--- src/rtl/mf3_pkg.sv ---
`timescale 1ns / 1ps

package mf3_pkg;

   // Line length the design is built for
   localparam int MAX_LINE_PIXELS_DEF = 1024;

   // Field widths
   localparam int CHAN_W         = 8;
   localparam int CHANNELS       = 3;
   localparam int WIN_TAPS       = 9;
   localparam int IMG_WIDTH_W    = 11;
   localparam int IMG_HEIGHT_W   = 13;
   localparam int ROW_W          = 12;
   localparam int CSR_INDEX_W    = 1;
   localparam int CSR_DATA_W     = 13;

   // Row limit of a frame
   localparam int MAX_ROWS       = 4096;

   // Smallest window extent on either axis
   localparam int MIN_EXTENT     = 3;

   // Reset sizes
   localparam logic [IMG_WIDTH_W-1:0]  WIDTH_RESET  = IMG_WIDTH_W'(640);
   localparam logic [IMG_HEIGHT_W-1:0] HEIGHT_RESET = IMG_HEIGHT_W'(480);

   // Result queue
   localparam int QUEUE_DEPTH    = 8;
   localparam int QUEUE_PTR_W    = $clog2(QUEUE_DEPTH);
   localparam int QUEUE_CNT_W    = QUEUE_PTR_W + 1;

   // Colour lane positions inside a pixel
   localparam int CH_RED         = 0;
   localparam int CH_GREEN       = 1;
   localparam int CH_BLUE        = 2;

   // Register indexes of the configuration port
   typedef enum logic [CSR_INDEX_W-1:0] {
      CSR_IMAGE_WIDTH  = 1'b0,
      CSR_IMAGE_HEIGHT = 1'b1
   } mf3_csr_type;

   typedef logic [CHANNELS-1:0][CHAN_W-1:0] mf3_pixel_type;

   typedef struct packed {
      logic              frame_start;
      logic [CHAN_W-1:0] red_in;
      logic [CHAN_W-1:0] green_in;
      logic [CHAN_W-1:0] blue_in;
   } mf3_req_type;

   typedef struct packed {
      logic [CHAN_W-1:0] median_red;
      logic [CHAN_W-1:0] median_green;
      logic [CHAN_W-1:0] median_blue;
      logic              last_of_frame;
   } mf3_rsp_type;

   // Result strobe from the lanes towards the queue
   typedef struct packed {
      logic valid;
      logic last;
   } mf3_push_type;

endpackage

--- src/rtl/mf3_out_queue.sv ---
`timescale 1ns / 1ps

module mf3_out_queue
   import mf3_pkg::*;
(
   input  logic                              clock,
   input  logic                              reset,
   input  mf3_push_type                      push,
   input  logic [CHANNELS-1:0][CHAN_W-1:0]   medians,
   output logic                              rsp_valid,
   input  logic                              rsp_stall,
   output mf3_rsp_type                       rsp_data,
   output logic [QUEUE_CNT_W-1:0]            count
);

   mf3_rsp_type                 q_ff [QUEUE_DEPTH];
   mf3_rsp_type                 word_in;
   logic [QUEUE_PTR_W-1:0]      wr_ptr_ff, wr_ptr_in;
   logic [QUEUE_PTR_W-1:0]      rd_ptr_ff, rd_ptr_in;
   logic [QUEUE_CNT_W-1:0]      count_ff, count_in;
   logic                        pop;

   // Merge the three lane medians into one result word
   always_comb begin
      word_in.median_red    = medians[CH_RED];
      word_in.median_green  = medians[CH_GREEN];
      word_in.median_blue   = medians[CH_BLUE];
      word_in.last_of_frame = push.last;
   end

   assign pop = rsp_valid && !rsp_stall;

   // Pointer and fill bookkeeping
   always_comb begin
      wr_ptr_in = wr_ptr_ff;
      rd_ptr_in = rd_ptr_ff;
      count_in  = count_ff;
      if (push.valid) begin
         wr_ptr_in = (wr_ptr_ff == QUEUE_PTR_W'(QUEUE_DEPTH - 1)) ?
                     '0 : wr_ptr_ff + 1'b1;
      end
      if (pop) begin
         rd_ptr_in = (rd_ptr_ff == QUEUE_PTR_W'(QUEUE_DEPTH - 1)) ?
                     '0 : rd_ptr_ff + 1'b1;
      end
      case ({push.valid, pop})
         2'b10:   count_in = count_ff + 1'b1;
         2'b01:   count_in = count_ff - 1'b1;
         default: count_in = count_ff;
      endcase
   end

   always_ff @(posedge clock) begin
      if (reset) begin
         wr_ptr_ff <= '0;
         rd_ptr_ff <= '0;
         count_ff  <= '0;
      end else begin
         wr_ptr_ff <= wr_ptr_in;
         rd_ptr_ff <= rd_ptr_in;
         count_ff  <= count_in;
      end
   end

   always_ff @(posedge clock) begin
      if (push.valid) begin
         q_ff[wr_ptr_ff] <= word_in;
      end
   end

   assign rsp_valid = (count_ff != '0);
   assign rsp_data  = q_ff[rd_ptr_ff];
   assign count     = count_ff;

endmodule

--- config.mk ---
export PLATFORM = sky130hd
export DESIGN_NAME = mf3_out_queue
export DESIGN_NICKNAME = d
export VERILOG_FILES = /design/src/rtl/mf3_pkg.sv /design/src/rtl/mf3_out_queue.sv
export SDC_FILE = /design/constraint.sdc
export NUM_CORES = 1
export LEC_CHECK = 0
export ABC_AREA = 1
export BUFFER_PORTS_ARGS = -buffer_cell sky130_fd_sc_hd__buf_4
export CORE_UTILIZATION = 55
export CTS_BUF_LIST = sky130_fd_sc_hd__clkbuf_8
export CTS_CLUSTER_SIZE = 20
export DETAILED_ROUTE_END_ITERATION = 16
export GPL_TIMING_DRIVEN = 0
export PLACE_DENSITY = 0.72
export SLEW_MARGIN = 20
export SYNTH_ARGS = -nofsm -noshare
export SYNTH_HDL_FRONTEND = slang
export SYNTH_SLANG_ARGS = --single-unit
--- constraint.sdc ---
create_clock -name clock -period 5.9 [get_ports clock]
set_input_delay 1.18 -clock clock [delete_from_list [all_inputs] [get_ports clock]]
set_output_delay 1.18 -clock clock [all_outputs]
set_load 0.005 [all_outputs]
==> results.ini <==
[status]
status = finished clean

[yosys]
synthAdderAreaFrac_pct = 1.034
synth_edf_count = 200
synth.top_cell.area_share_pct = 70.93
synth_cell_type_count = 23
synth_simple_gate_area_share_pct = 9.561
synth_nets = 692
yosysSeqAreaShare_pct = 74.01
synth_top_family_by_area = simple AND/OR/NAND/NOR gates
synth_warnings = 0
synth_xor_xnor_area_share_pct = 0.2069
yosysMostFrequentCell = edfxtp_1
avgSynthCellArea_sq_um = 12.91
synth_mux_area_share_pct = 2.956
yosysTopAreaCell = edfxtp_1
synth-async-reset-ratio_pct = 0
ys_dominant_reg_cell = edfxtp_1
synth-compound-area-share_pct = 8.763
ys_ff_latch = 213
ys_top_cells_by_count = 200 x edfxtp_1, 119 x nor2_1, 90 x o21ai_0
syn_inst = 656
netlist_top_cells_area = edfxtp_1 71%, o21ai_0 5.3%, nor2_1 5.3%
synth_area_sq_um = 8467

[worst_setup_path]
r2r_slack_ns = 3.78
crit_path_end_kind = output port
critPathKind = reg -> out
worstPathCellList = buf_2, buf_1, o22ai_1, nand2_1, nand2_1, buf_4
cp_max_fo = 10
slowest_delay_ns = 0.57
crit_required_ns = 4.72
rr_worst_depth = 13
startpoint_type = flip-flop
critPathBufInv = 3
crit_top_cell = nand2_1
crit_path_top_delay_cell = buf_1
critPathArrivalTime_ns = 2.10
cp_num_cells = 6
crit_family = buffers and inverters

[die]
core_region_area_sq_um = 14750
row_count = 44
start_util_pct = 57.39
die_x_um = 126.1
dieArea_sq_um = 15890
ios = 59
die_h_um = 126.1

[global_route]
antenna_found_initial = 0
grt_pass1_wl_um = 27810
grt_usage_pct = 23.39
grt_max_degree = 18
grt_pass1_vias = 5406
grt-ovfl-total = 0

[drt]
drt-vias-per-instance = 5.613
totalWireLength_um = 18200
postRouteAntennaNets = 0
num_vias = 5411
drt_pass1_iterations = 7
dr.first_iter.drc_count = 456
drc = 0
wl_per_cell_um = 18.87

[layout]
nets = 795
syn2layout_area_growth_pct = 18.74
drive_gt1_share_pct = 19.74
num_antenna_cells = 0

[sta]
setup-tns-final_ns = 0
setup_viol = 0
final_hold_viol_count = 0
maxSlewViolCount = 0
rsz0062_at_grt = no
slew_headroom_pct = 53.79
fmax_mhz = 304.8
period_minus_slack_ns = 3.281
fin_crit_sh_pct = 55.60
tightest_slew_ns = 0.6931
clock_skew_ns = 0.02471

[clock_tree]
cts_hold_buf = 0
post_cts_buffers = 0
clock_latency_ns = 0.52
cts_tree = yes
cts-buffers-inserted = 35
clock-sinks = 213
postCtsResizedCells = 0
ctsLongestPathBuffers = 3
htree_num_levels = 2
clk_pin_slew_ns = 0.06
root_buffer = clkbuf_8

[power_and_ir_drop]
p_leak_nw = 3.700
p_per_area_nw_per_um2 = 416.4
vdd_drop_max_mv = 0.2593
p_total_mw = 4.186

[placed_design]
io_buffers = 58
gp_congestion = 0.7989
dp_hpwl_um = 11640

[run]
cap_violations = 0

[min_path]
hp-class = reg -> reg
whs_path_depth = 2

## power breakdown
| group | internal, mW | total, mW | switching (mW) |
|---|---|---|---|
| Combinational | 0.504 | 1.24 | 0.736 |
| Clock | 0.637 | 1.19 | 0.557 |
| Sequential | 1.72 | 1.75 | 0.0320 |
## worst reg2reg max path: stages (launching register included)
cell and delay, ns:
dfxtp_1 0.42, inv_1 0.08, nand4_1 0.10, nand2_1 0.11
inv_1 0.15, ha_1 0.25, nand2_1 0.08, inv_1 0.08
nor2_1 0.06, ha_1 0.18, a21oi_1 0.16, xnor2_1 0.11
o21ai_0 0.16, inv_1 0.06
## metrics by stage
stage	hold slack, ns	instances	setup slack, ns	cell area (sq um)	utilization [%]
finish	0.5123	964	2.619	10050	68.14
global route	0.5607	964	2.490	10050	68.14
CTS	0.5129	964	2.605	10050	68.14
detailed placement	0.5053	906	3.124	9413	63.80
global placement	0.4991	898	1.832	9133	61.90
floorplan	0.4811	656	2.832	8467	-
## logic make-up after synthesis
| logic type | Yosys count |
|---|---|
| AND/OR/NAND/NOR | 213 |
| flip-flops | 213 |
| AO/OA/AOI/OAI | 142 |
| buffers and inverters | 54 |
| multiplexers | 25 |
| adder cells (fa/ha/maj) | 7 |
| XOR/XNOR | 2 |
## placed cells by master (no fill, tap or decap), types with 2 or more instances in the layout
cell and n:
buf_6 6, mux2i_1 25, nand2_1 88, nor2_4 8, buf_1 2, o21ai_1 19
clkbuf_8 38, ha_1 7, o22ai_1 25, a21oi_1 8, nor2_1 111, clkbuf_2 5
nand3_1 3, o21ai_0 90, clkbuf_1 2, dfxtp_1 13, clkinv_2 6, buf_2 14
buf_16 8, clkinv_1 5, xnor2_1 2, edfxtp_1 200, buf_4 64, inv_1 24
## path summary, 6_finish.rpt
check | end | from
worst max-delay path | rsp_data[5] | flip-flop
worst min-delay path | flip-flop | rd_ptr_ff[1]
worst max register to register | count[2] | count[1]
worst min register to register | flip-flop | rd_ptr_ff[1]
## state kept, by name, summed over array words and instances (netlist names), named ones only
signal     count
count          4
q_ff         200
rd_ptr_ff      3
wr_ptr_ff      3
## final cells by class
| cell class | count | area [sq um] |
|---|---|---|
| Fill cell | 1045 | 4701 |
| Clock buffer | 38 | 523.0 |
| Inverter | 19 | 71.32 |
| Timing Repair Buffer | 66 | 655.6 |
| Buffer | 35 | 222.7 |
| Sequential cell | 213 | 6266 |
| Clock inverter | 20 | 117.6 |
| Tap cell | 184 | 230.2 |
| Multi-Input combinational cell | 389 | 1967 |
## layer usage
metal / share of wire [%] / GRT usage (%)
met1: 42 / 29.82
met4: 2.8 / 9.568
met5: 0 / 0
met2: 49 / 39.75
met3: 6.0 / 4.248
Power figures use the tool's default switching activity.
