===== src/rtl/mf3_pkg.sv =====
`timescale 1ns / 1ps

package mf3_pkg;

   // Line length the design is built for
   localparam int MAX_LINE_PIXELS_DEF = 1024;

   // Field widths
   localparam int CHAN_W         = 8;
   localparam int CHANNELS       = 3;
   localparam int WIN_TAPS       = 9;
   localparam int IMG_WIDTH_W    = 11;
   localparam int IMG_HEIGHT_W   = 13;
   localparam int ROW_W          = 12;
   localparam int CSR_INDEX_W    = 1;
   localparam int CSR_DATA_W     = 13;

   // Row limit of a frame
   localparam int MAX_ROWS       = 4096;

   // Smallest window extent on either axis
   localparam int MIN_EXTENT     = 3;

   // Reset sizes
   localparam logic [IMG_WIDTH_W-1:0]  WIDTH_RESET  = IMG_WIDTH_W'(640);
   localparam logic [IMG_HEIGHT_W-1:0] HEIGHT_RESET = IMG_HEIGHT_W'(480);

   // Result queue
   localparam int QUEUE_DEPTH    = 8;
   localparam int QUEUE_PTR_W    = $clog2(QUEUE_DEPTH);
   localparam int QUEUE_CNT_W    = QUEUE_PTR_W + 1;

   // Colour lane positions inside a pixel
   localparam int CH_RED         = 0;
   localparam int CH_GREEN       = 1;
   localparam int CH_BLUE        = 2;

   // Register indexes of the configuration port
   typedef enum logic [CSR_INDEX_W-1:0] {
      CSR_IMAGE_WIDTH  = 1'b0,
      CSR_IMAGE_HEIGHT = 1'b1
   } mf3_csr_type;

   typedef logic [CHANNELS-1:0][CHAN_W-1:0] mf3_pixel_type;

   typedef struct packed {
      logic              frame_start;
      logic [CHAN_W-1:0] red_in;
      logic [CHAN_W-1:0] green_in;
      logic [CHAN_W-1:0] blue_in;
   } mf3_req_type;

   typedef struct packed {
      logic [CHAN_W-1:0] median_red;
      logic [CHAN_W-1:0] median_green;
      logic [CHAN_W-1:0] median_blue;
      logic              last_of_frame;
   } mf3_rsp_type;

   // Result strobe from the lanes towards the queue
   typedef struct packed {
      logic valid;
      logic last;
   } mf3_push_type;

endpackage


===== src/rtl/mf3_median_lane.sv =====
`timescale 1ns / 1ps

module mf3_median_lane
   import mf3_pkg::*;
(
   input  logic                              clock,
   input  logic [WIN_TAPS-1:0][CHAN_W-1:0]   taps,
   output logic [CHAN_W-1:0]                 median
);

   logic [WIN_TAPS-1:0][CHAN_W-1:0] a_in, a_ff;
   logic [WIN_TAPS-1:0][CHAN_W-1:0] b_in, b_ff;
   logic [WIN_TAPS-1:0][CHAN_W-1:0] c_in;
   logic [CHAN_W-1:0]               median_ff;

   // Compare-exchange: {low, high}
   function automatic logic [2*CHAN_W-1:0] sort2(input logic [CHAN_W-1:0] x,
                                                input logic [CHAN_W-1:0] y);
      return (x > y) ? {y, x} : {x, y};
   endfunction

   // Stage A: sort each group of three
   always_comb begin
      a_in = taps;
      {a_in[1], a_in[2]} = sort2(a_in[1], a_in[2]);
      {a_in[4], a_in[5]} = sort2(a_in[4], a_in[5]);
      {a_in[7], a_in[8]} = sort2(a_in[7], a_in[8]);
      {a_in[0], a_in[1]} = sort2(a_in[0], a_in[1]);
      {a_in[3], a_in[4]} = sort2(a_in[3], a_in[4]);
      {a_in[6], a_in[7]} = sort2(a_in[6], a_in[7]);
      {a_in[1], a_in[2]} = sort2(a_in[1], a_in[2]);
      {a_in[4], a_in[5]} = sort2(a_in[4], a_in[5]);
      {a_in[7], a_in[8]} = sort2(a_in[7], a_in[8]);
   end

   // Stage B: max of mins, min of maxes, sort of mids
   always_comb begin
      b_in = a_ff;
      {b_in[0], b_in[3]} = sort2(b_in[0], b_in[3]);
      {b_in[5], b_in[8]} = sort2(b_in[5], b_in[8]);
      {b_in[4], b_in[7]} = sort2(b_in[4], b_in[7]);
      {b_in[3], b_in[6]} = sort2(b_in[3], b_in[6]);
      {b_in[1], b_in[4]} = sort2(b_in[1], b_in[4]);
      {b_in[2], b_in[5]} = sort2(b_in[2], b_in[5]);
      {b_in[4], b_in[7]} = sort2(b_in[4], b_in[7]);
   end

   // Stage C: median of the three survivors
   always_comb begin
      c_in = b_ff;
      {c_in[4], c_in[2]} = sort2(c_in[4], c_in[2]);
      {c_in[6], c_in[4]} = sort2(c_in[6], c_in[4]);
      {c_in[4], c_in[2]} = sort2(c_in[4], c_in[2]);
   end

   always_ff @(posedge clock) begin
      a_ff      <= a_in;
      b_ff      <= b_in;
      median_ff <= c_in[4];
   end

   assign median = median_ff;

endmodule


===== config.mk =====
export PLATFORM = sky130hd
export DESIGN_NAME = mf3_median_lane
export DESIGN_NICKNAME = d
export VERILOG_FILES = /design/src/rtl/mf3_pkg.sv /design/src/rtl/mf3_median_lane.sv
export SDC_FILE = /design/constraint.sdc
export NUM_CORES = 1
export LEC_CHECK = 0
export BUFFER_PORTS_ARGS = -buffer_cell sky130_fd_sc_hd__buf_2
export CORE_MARGIN = 4
export CORE_UTILIZATION = 63
export CTS_BUF_LIST = sky130_fd_sc_hd__clkbuf_8
export DETAILED_ROUTE_END_ITERATION = 7
export GPL_TIMING_DRIVEN = 0
export PLACE_DENSITY = 0.8
export SYNTH_ARGS = -nofsm -noshare
export SYNTH_HDL_FRONTEND = slang
export SYNTH_SLANG_ARGS = --single-unit

===== constraint.sdc =====
create_clock -name clock -period 9.2 [get_ports clock]
set_input_delay 1.84 -clock clock [delete_from_list [all_inputs] [get_ports clock]]
set_output_delay 1.84 -clock clock [all_outputs]
set_load 0.005 [all_outputs]

==> results of run 1 <==
cells in the mapped netlist (5+ instances only):
library cell / count / area [um2]
or2_1: 5 / 31.3
o22ai_1: 10 / 62.6
inv_1: 125 / 469
a211oi_1: 16 / 120
mux2_2: 7 / 78.8
o221a_1: 9 / 101
nand3b_1: 5 / 37.5
a21oi_1: 135 / 676
o21a_1: 18 / 135
buf_2: 6 / 30.0
o21ai_0: 90 / 450
a21o_1: 24 / 180
o221a_2: 17 / 191
ha_1: 144 / 1800
a222oi_1: 14 / 140
nor2_1: 122 / 458
or2_2: 7 / 43.8
o21ai_1: 9 / 45.0
nand2b_1: 9 / 56.3
nor2b_1: 18 / 113
or3_1: 18 / 113
and2_1: 5 / 31.3
dfxtp_1: 104 / 2080
nand4_1: 15 / 93.8
nand3_1: 16 / 80.1
o21bai_1: 5 / 37.5
and3_1: 11 / 68.8
mux2i_1: 19 / 190
nand2_1: 91 / 342
a221oi_2: 5 / 75.1
a31oi_1: 10 / 62.6
clkbuf_1: 24 / 90.1
a221oi_1: 8 / 70.1
a21oi_2: 7 / 61.3
final cells by class:
class	count	area share
Inverter	125	0.0459
Clock buffer	9	0.0121
Clock inverter	7	0.00992
Buffer	34	0.0162
Multi-Input combinational cell	939	0.650
Tap cell	184	0.0225
Sequential cell	104	0.204
Timing Repair Buffer	80	0.0392
kinds of logic (layout without fill, tap and decap cells):
family / count (synthesis) / after routing
AOI/OAI and AO/OA: 424 / 424
xor gates and xnor gates: 1 / 1
adders and majority gates: 145 / 145
buffers and inverters: 159 / 255
DFF: 104 / 104
muxes: 27 / 27
and+or+nand+nor: 342 / 342
worst max-delay path, stage by stage:
cell	delay, ns
buf_2	0.11
inv_1	0.09
ha_1	0.31
nand4_1	0.23
o21bai_1	0.29
a21oi_1	0.62
clkbuf_1	0.42
nand2_1	0.09
o21ai_0	0.13
inv_1	0.11
ha_1	0.28
and4_1	0.17
and3_1	0.21
a2111oi_2	0.52
and2_1	0.24
buf_2	0.21
mux2i_1	0.21
ha_1	0.26
nor2b_1	0.14
o21a_1	0.16
o21a_1	0.17
o21a_1	0.16
o21a_1	0.18
o21ai_1	0.57
nor2_1	0.19
a31o_2	0.34
a221oi_1	0.41
routing by layer:
metal  GRT usage  wire (um)
met5           0         13
met4      0.0996        686
met3      0.0614       2000
met2       0.503      11900
met1       0.399      11000
final timing paths:
check	start	endpoint	cells past startpoint
setup reg to reg	b_ff[17]$_DFF_P_	median[5]$_DFF_P_	27
hold / removal	a_ff[18]$_DFF_P_	b_ff[18]$_DFF_P_	2
setup / recovery	taps[21]	a_ff[8]$_DFF_P_	27
hold reg to reg	a_ff[18]$_DFF_P_	b_ff[18]$_DFF_P_	2
stage by stage:
stage	cells	util	setup slack [ns]	hold WS (ns)
5_1_grt	1482	0.703	0.372	0.526
2_1_floorplan	1202	-	1.87	0.432
3_3_place_gp	1466	0.687	0.596	0.449
4_1_cts	1482	0.703	0.881	0.490
3_5_place_dp	1466	0.687	0.490	0.467
6_report	1482	0.703	0.756	0.492
cells in the final DEF, fill, tap and decap left out, types with 7 or more instances in the layout:
cell / count
nand2b_1: 9
or3_1: 18
o221a_2: 17
o21ai_1: 9
buf_2: 86
nor2b_1: 18
a21oi_2: 7
nor2_1: 122
o221a_1: 9
nand4_1: 15
and3_1: 11
a31oi_1: 10
dfxtp_1: 104
a21o_1: 24
mux2i_1: 19
a21oi_1: 135
o22ai_1: 10
a221oi_1: 8
o21ai_0: 90
or2_2: 7
a211oi_1: 16
ha_1: 144
mux2_2: 7
o21a_1: 18
nand2_1: 91
clkbuf_1: 24
clkbuf_8: 9
nand3_1: 16
inv_1: 125
a222oi_1: 14
sequential cells by signal, indices dropped and copies added (netlist names):
name and flops:
a_ff 72, b_ff 24, median 8
==> results.ini, run 1 <==
[outcome]
status = complete, no violations

[drt]
via_per_inst = 6.26
routedWlPerCell_um = 17.2
route.detailed.drc = 0
drtAntennaViolNets = 0
first_iter_violations = 815
drt-total-wl_um = 25500
vias = 9270
first_pass_iters = 7

[floorplanning]
dieArea_mm2 = 0.0169
die-width_um = 130
rows = 44
die_h_um = 130
start_util = 0.644
core_mm2 = 0.0145
ioPinCount = 81

[yosys]
synth_cell_types = 81
synth_edf_count = 0
synth_top_family_by_area = compound AO/OA/AOI/OAI gates
syn_avg_cell_area_um2 = 7.79
synth-simple-area-share = 0.174
syn_nets = 1419
synth_area_mm2 = 0.00936
yosys-mux-area-fraction = 0.0300
async_reset_ff_frac = 0
ys.flop_type = dfxtp_1
ys_ff_latch = 104
synth_xor_area_frac = 0.000936
yosys_warnings = 0
synthCells = 1202
synth_compound_area_frac = 0.312
synth-seq-area-share = 0.222
synthAdderAreaFrac = 0.194

[timing]
slew_headroom = 0.249
worst_slew_pin_slew_ns = 1.12
setup_tns_ns = 0
min_period_over_period = 0.918
finalMaxSlewViolations = 0
finalCriticalPeriod_ns = 8.44
hold_viol = 0
setup_viol = 0
rsz0062_at_grt = false
fmax_ghz = 0.118
finalClockSkew_ns = 0.0147

[clock_tree]
cts_setup_buffers = 0
clockRootBuffer = clkbuf_8
clock-sinks = 104
cts_buffer_depth = 2
cts_tree = done
cts_made_buffers = 9
clk_latency_ns = 0.39
clkTransAtPathRegs_ns = 0.10
htreeDepth = 3
cts_resized = 0
ctsHoldBuffers = 0

[global_routing]
grt_max_degree = 19
grt_pass1_vias = 8371
grt_antenna_before_repair = 1
overflow = 0
grt_first_pass_wirelength_um = 41000
grt_usage = 0.304

[worst_hold_path]
hp-class = flop to flop

[finish]
nFillCells = 1272
areaGrowthSynthToFinish_pct = 9.15
drive_gt1_frac = 0.139
seq_area_mm2 = 0.00208
antenna_cells = 0
final_cell_area_mm2 = 0.0102
multiInputGateArea_mm2 = 0.00664
finalNetCount = 1510

[critical_path]
critPathKind = primary input to flop
rrSetupSlack_ns = 2.48
critPathRequiredTime_ns = 9.47
worst-path-max-fanout = 10
end_kind = flop
worstPathArrival_ns = 8.71
startpoint_type = primary input

[placed_design]
numPortBuffers = 80
placed_cell_area_mm2 = 0.00999
gp_congestion = 1.05
place_hpwl_um = 21000

[run]
cap_violations = 0

Power of run 1 is left out: the tool's default activity adds up to more than one toggle a clock period on the data nets, which glitch-free logic cannot reach.
==> inputs of run 2 (changes only) <==
Settings changed: MAX_ROUTING_LAYER set to met4.
==> run 2 against run 1 <==
Worst hold slack got worse by 0.0095 ns; worst setup slack worse by 0.016 ns; wire length up 0.50%; sequential share of layout area increased by 0.075 points.
==> results.ini, run 2 (same netlist as run 1, synthesis figures left out) <==
[outcome]
status = complete, no violations  ; unchanged

[critical_path]
cp-startpoint = taps[22]  ; was taps[21]
worst-path-max-fanout = 10  ; unchanged
worstPathArrival_ns = 8.73  ; was 8.71 ns
critPathRequiredTime_ns = 9.47  ; about the same
startpoint_type = primary input  ; unchanged
r2r-start = a_ff[57]$_DFF_P_  ; was b_ff[17]$_DFF_P_
end_kind = flop  ; unchanged
critPathKind = primary input to flop  ; unchanged

[global_routing]
grt_usage = 0.311  ; was 0.304
grt_max_degree = 16  ; was 19
grt_antenna_before_repair = 0  ; was 1
overflow = 0  ; unchanged
grt_pass1_vias = 8256  ; was 8371
grt_first_pass_wirelength_um = 40700  ; was 41000 um

[floorplanning]
ioPinCount = 81  ; unchanged
core_mm2 = 0.0145  ; unchanged
die_h_um = 130  ; unchanged
rows = 44  ; unchanged
start_util = 0.644  ; unchanged
die-width_um = 130  ; unchanged
dieArea_mm2 = 0.0169  ; unchanged

[clock_tree]
cts_setup_buffers = 0  ; unchanged
clk_latency_ns = 0.38  ; was 0.39 ns
cts_buffer_depth = 2  ; unchanged
clock-sinks = 104  ; unchanged
cts_resized = 0  ; unchanged
cts_made_buffers = 9  ; unchanged
htreeDepth = 3  ; unchanged
clockRootBuffer = clkbuf_8  ; unchanged
cts_tree = done  ; unchanged
ctsHoldBuffers = 0  ; unchanged
clkTransAtPathRegs_ns = 0.09  ; was 0.10 ns

[drt]
route.detailed.drc = 0  ; unchanged
routedWlPerCell_um = 17.3  ; was 17.2 um
first_pass_iters = 8  ; was 7
via_per_inst = 6.22  ; was 6.26
drt-total-wl_um = 25700  ; was 25500 um
drtAntennaViolNets = 0  ; unchanged
vias = 9218  ; was 9270
first_iter_violations = 685  ; was 815

[timing]
slew_headroom = 0.282  ; was 0.249
setup_tns_ns = 0  ; unchanged
fmax_ghz = 0.118  ; about the same
finalClockSkew_ns = 0.0134  ; was 0.0147 ns
setup_viol = 0  ; unchanged
min_period_over_period = 0.920  ; was 0.918
finalCriticalPeriod_ns = 8.46  ; was 8.44 ns
hold_viol = 0  ; unchanged
finalMaxSlewViolations = 0  ; unchanged
worst_slew_pin_slew_ns = 1.07  ; was 1.12 ns
rsz0062_at_grt = false  ; unchanged

[finish]
antenna_cells = 0  ; unchanged
regMostFlops = a_ff  ; unchanged
areaGrowthSynthToFinish_pct = 8.74  ; was 9.15%
finalNetCount = 1510  ; unchanged
final_cell_mix = ha_1, a21oi_1, inv_1  ; unchanged
nFillCells = 1279  ; was 1272
layout_commonest_cell = ha_1  ; unchanged
drive_gt1_frac = 0.136  ; was 0.139
largest_register_ffs = 72  ; unchanged

[placed_design]
numPortBuffers = 80  ; unchanged
place_hpwl_um = 21300  ; was 21000 um
gp_congestion = 1.07  ; was 1.05

[worst_hold_path]
hold_start = a_ff[21]$_DFF_P_  ; was a_ff[18]$_DFF_P_
hp-class = flop to flop  ; unchanged

[run]
cap_violations = 0  ; unchanged

==> run 2: layer usage <==
layer | global-route usage | part of all wire | vias up | wire length, um
met4 | 0.0813 | 0.023 | 0 | 596
met3 | 0.0438 | 0.072 | 45 | 1860
met2 | 0.484 | 0.46 | 336 | 11700
met5 | - | 0 | - | 0
li1 | - | - | 4584 | -
met1 | 0.425 | 0.45 | 4253 | 11500
==> run 2: final timing paths <==
kind                                    endpoint  slack (ns)  cells after the start
worst max-delay path            a_ff[16]$_DFF_P_        0.74                     26
worst min-delay path            b_ff[21]$_DFF_P_        0.48                      2
worst max register to register  b_ff[39]$_DFF_P_        2.41                     29
worst min register to register  b_ff[21]$_DFF_P_        0.48                      2
==> run 2: area by class of cell <==
| type | count | area, um2 | share of cell area |
|---|---|---|---|
| plain buffers | 34 | 165 | 0.0162 |
| clock buffers | 10 | 138 | 0.0135 |
| clock inverters | 5 | 50.0 | 0.00492 |
| inverters | 125 | 469 | 0.0461 |
| multi-input cells | 939 | 6640 | 0.653 |
| flip-flops and latches | 104 | 2080 | 0.205 |
| well taps | 184 | 230 | 0.0226 |
| repair buffers | 80 | 400 | 0.0393 |
==> run 2: per-stage QoR <==
step	util	cell area, um2	setup slack [ns]	hold slack (ns)	std cells
2_1_floorplan	-	9360	1.87	0.432	1202
3_3_place_gp	0.687	9990	0.484	0.452	1466
3_5_place_dp	0.687	9990	0.439	0.459	1466
4_1_cts	0.700	10200	0.834	0.477	1481
5_1_grt	0.700	10200	0.243	0.498	1481
6_report	0.700	10200	0.740	0.483	1481
==> run 2: critical path: stages <==
cell       delay, ns
buf_2           0.10
inv_1           0.09
ha_1            0.32
nand4_1         0.27
o21bai_1        0.30
a21oi_1         0.62
clkbuf_1        0.43
o21ai_0         0.19
inv_1           0.11
ha_1            0.24
and4_1          0.25
and3_1          0.23
a2111oi_2       0.49
and2_1          0.21
buf_2           0.20
mux2i_1         0.28
ha_1            0.27
nor2b_1         0.13
o21a_1          0.16
o21a_1          0.16
o21a_1          0.16
o21a_1          0.18
o21ai_1         0.58
nor2_1          0.22
a31o_2          0.35
a221oi_1        0.33
Power of run 2 is left out for the same reason.
==> inputs of run 3 (changes only) <==
Settings changed: BUFFER_PORTS_ARGS -buffer_cell sky130_fd_sc_hd__buf_2 to -buffer_cell sky130_fd_sc_hd__buf_4, RECOVER_POWER set to 25.
==> run 3 against run 2 <==
Non-clock buffer count unchanged; core utilization up 1.3 points; clock skew shrank 0.0041 ns; maximum frequency increased by 0.54%; critical path type unchanged; design area up 1.9%; register-to-register slack better by 0.05 ns; first-iteration DRC count is 2.9% higher; global-route usage increased by 0.15 points; worst hold slack got worse by 0.010 ns; cell count is essentially flat.
==> results.ini, run 3 (same netlist as run 1, synthesis figures left out) <==
[floorplanning]
dieArea_mm2 = 0.0169  ; unchanged
ioPinCount = 81  ; unchanged
core_mm2 = 0.0145  ; unchanged
die_h_um = 130  ; unchanged
die-width_um = 130  ; unchanged
rows = 44  ; unchanged
start_util = 0.644  ; unchanged

[clock_tree]
cts_buffer_depth = 2  ; unchanged
cts_tree = done  ; unchanged
clk_latency_ns = 0.38  ; about the same
cts_resized = 0  ; unchanged
cts_made_buffers = 9  ; unchanged
htreeDepth = 3  ; unchanged
clockRootBuffer = clkbuf_8  ; unchanged
cts_setup_buffers = 0  ; unchanged
clkTransAtPathRegs_ns = 0.09  ; about the same
ctsHoldBuffers = 0  ; unchanged
clock-sinks = 104  ; unchanged

[critical_path]
rr_worst_depth = 29  ; unchanged
worstPathArrival_ns = 8.66  ; was 8.73 ns
end_kind = flop  ; unchanged
slowest_stage = a21oi_1  ; unchanged
rrSetupSlack_ns = 2.46  ; was 2.41 ns
worst-path-max-fanout = 10  ; unchanged
critPathRequiredTime_ns = 9.45  ; was 9.47 ns
startpoint_type = primary input  ; unchanged
critPathMaxStageDelay_ns = 0.60  ; was 0.62 ns
critPathKind = primary input to flop  ; unchanged
r2r-start = b_ff[17]$_DFF_P_  ; was a_ff[57]$_DFF_P_
crit_top_cell = o21a_1  ; unchanged
rr_endpoint = median[5]$_DFF_P_  ; was b_ff[39]$_DFF_P_

[finish]
antenna_cells = 0  ; unchanged
final_cell_mix = ha_1, a21oi_1, inv_1  ; unchanged
largest_register_ffs = 72  ; unchanged
regMostFlops = a_ff  ; unchanged
drive_gt1_frac = 0.136  ; about the same
nFillCells = 1250  ; was 1279
areaGrowthSynthToFinish_pct = 10.8  ; was 8.74%
finalNetCount = 1510  ; unchanged
layout_commonest_cell = ha_1  ; unchanged

[timing]
slew_headroom = 0.0888  ; was 0.282
setup_viol = 0  ; unchanged
setup_tns_ns = 0  ; unchanged
finalCriticalPeriod_ns = 8.41  ; was 8.46 ns
hold_viol = 0  ; unchanged
rsz0062_at_grt = false  ; unchanged
worst_slew_pin_slew_ns = 1.35  ; was 1.07 ns
min_period_over_period = 0.915  ; was 0.920
fmax_ghz = 0.119  ; was 0.118 GHz
finalClockSkew_ns = 0.00926  ; was 0.0134 ns
finalMaxSlewViolations = 0  ; unchanged

[drt]
first_iter_violations = 705  ; was 685
routedWlPerCell_um = 17.1  ; was 17.3 um
first_pass_iters = 6  ; was 8
via_per_inst = 6.20  ; was 6.22
vias = 9182  ; was 9218
route.detailed.drc = 0  ; unchanged
drtAntennaViolNets = 0  ; unchanged
drt-total-wl_um = 25300  ; was 25700 um

[run]
cap_violations = 0  ; unchanged

[worst_hold_path]
hold-path-endpoint = b_ff[17]$_DFF_P_  ; was b_ff[21]$_DFF_P_
hp-class = flop to flop  ; unchanged
worst_hold_path.num_cells = 2  ; unchanged
hold_start = a_ff[17]$_DFF_P_  ; was a_ff[21]$_DFF_P_

[global_routing]
grt_max_degree = 17  ; was 16
overflow = 0  ; unchanged
grt_first_pass_wirelength_um = 41100  ; was 40700 um
grt_antenna_before_repair = 0  ; unchanged
grt_pass1_vias = 8569  ; was 8256
grt_usage = 0.312  ; was 0.311

[placed_design]
numPortBuffers = 80  ; unchanged
gp_congestion = 1.01  ; was 1.07
place_hpwl_um = 21000  ; was 21300 um

[outcome]
status = complete, no violations  ; unchanged

run 3: cell count changes in the layout (fill, tap and decap cells not counted), sizes merged:
cell / before / now
buf: 90 / 82
clkbuf: 34 / 41
clkinv: 1 / 4
clkinvlp: 1 / 0
run 3: layout make-up:
class / count / area (um2) / area share
timing repair buffer: 80 / 601 / 0.0579
inverter: 125 / 469 / 0.0452
tap: 184 / 230 / 0.0222
buffer: 34 / 165 / 0.0159
sequential: 104 / 2080 / 0.201
clock inverter: 7 / 65.1 / 0.00627
clock buffer: 9 / 124 / 0.0119
multi-input combinational: 939 / 6640 / 0.640
run 3: worst max path at each step:
| stage | from | to | slack (ns) | cells past startpoint |
|---|---|---|---|---|
| after floorplan | taps[22] | a_ff[16]$_DFF_P_ | 1.87 | 25 |
| after global placement | taps[22] | a_ff[8]$_DFF_P_ | 0.59 | 26 |
| after detailed placement | taps[22] | a_ff[8]$_DFF_P_ | 0.50 | 26 |
| after CTS | taps[22] | a_ff[8]$_DFF_P_ | 0.90 | 26 |
| after global routing | taps[22] | a_ff[8]$_DFF_P_ | 0.20 | 26 |
| final | taps[22] | a_ff[8]$_DFF_P_ | 0.79 | 26 |
run 3: worst max-delay path, delay by kind of cell:
kind	cells	cell delay (ns)
and+or+nand+nor	6	1.25
muxes	1	0.25
AOI/OAI and AO/OA	11	3.57
adders and majority gates	3	0.82
buffers and inverters	5	0.92
run 3: through the flow:
stage | util | cell area [um2] | setup slack [ns] | hold slack [ns] | instances
2_1_floorplan | - | 9360 | 1.87 | 0.432 | 1202
3_3_place_gp | 0.701 | 10200 | 0.589 | 0.451 | 1466
3_5_place_dp | 0.701 | 10200 | 0.502 | 0.459 | 1466
4_1_cts | 0.714 | 10400 | 0.898 | 0.476 | 1482
5_1_grt | 0.714 | 10400 | 0.204 | 0.512 | 1482
6_report | 0.714 | 10400 | 0.785 | 0.472 | 1482
run 3: per-layer routing:
metal,up-vias,GRT usage,part of all wire
li1,4585,-,-
met1,4221,0.408,0.45
met2,323,0.495,0.45
met3,53,0.0516,0.068
met4,0,0.101,0.030
met5,-,-,0
Power of run 3 is left out for the same reason.
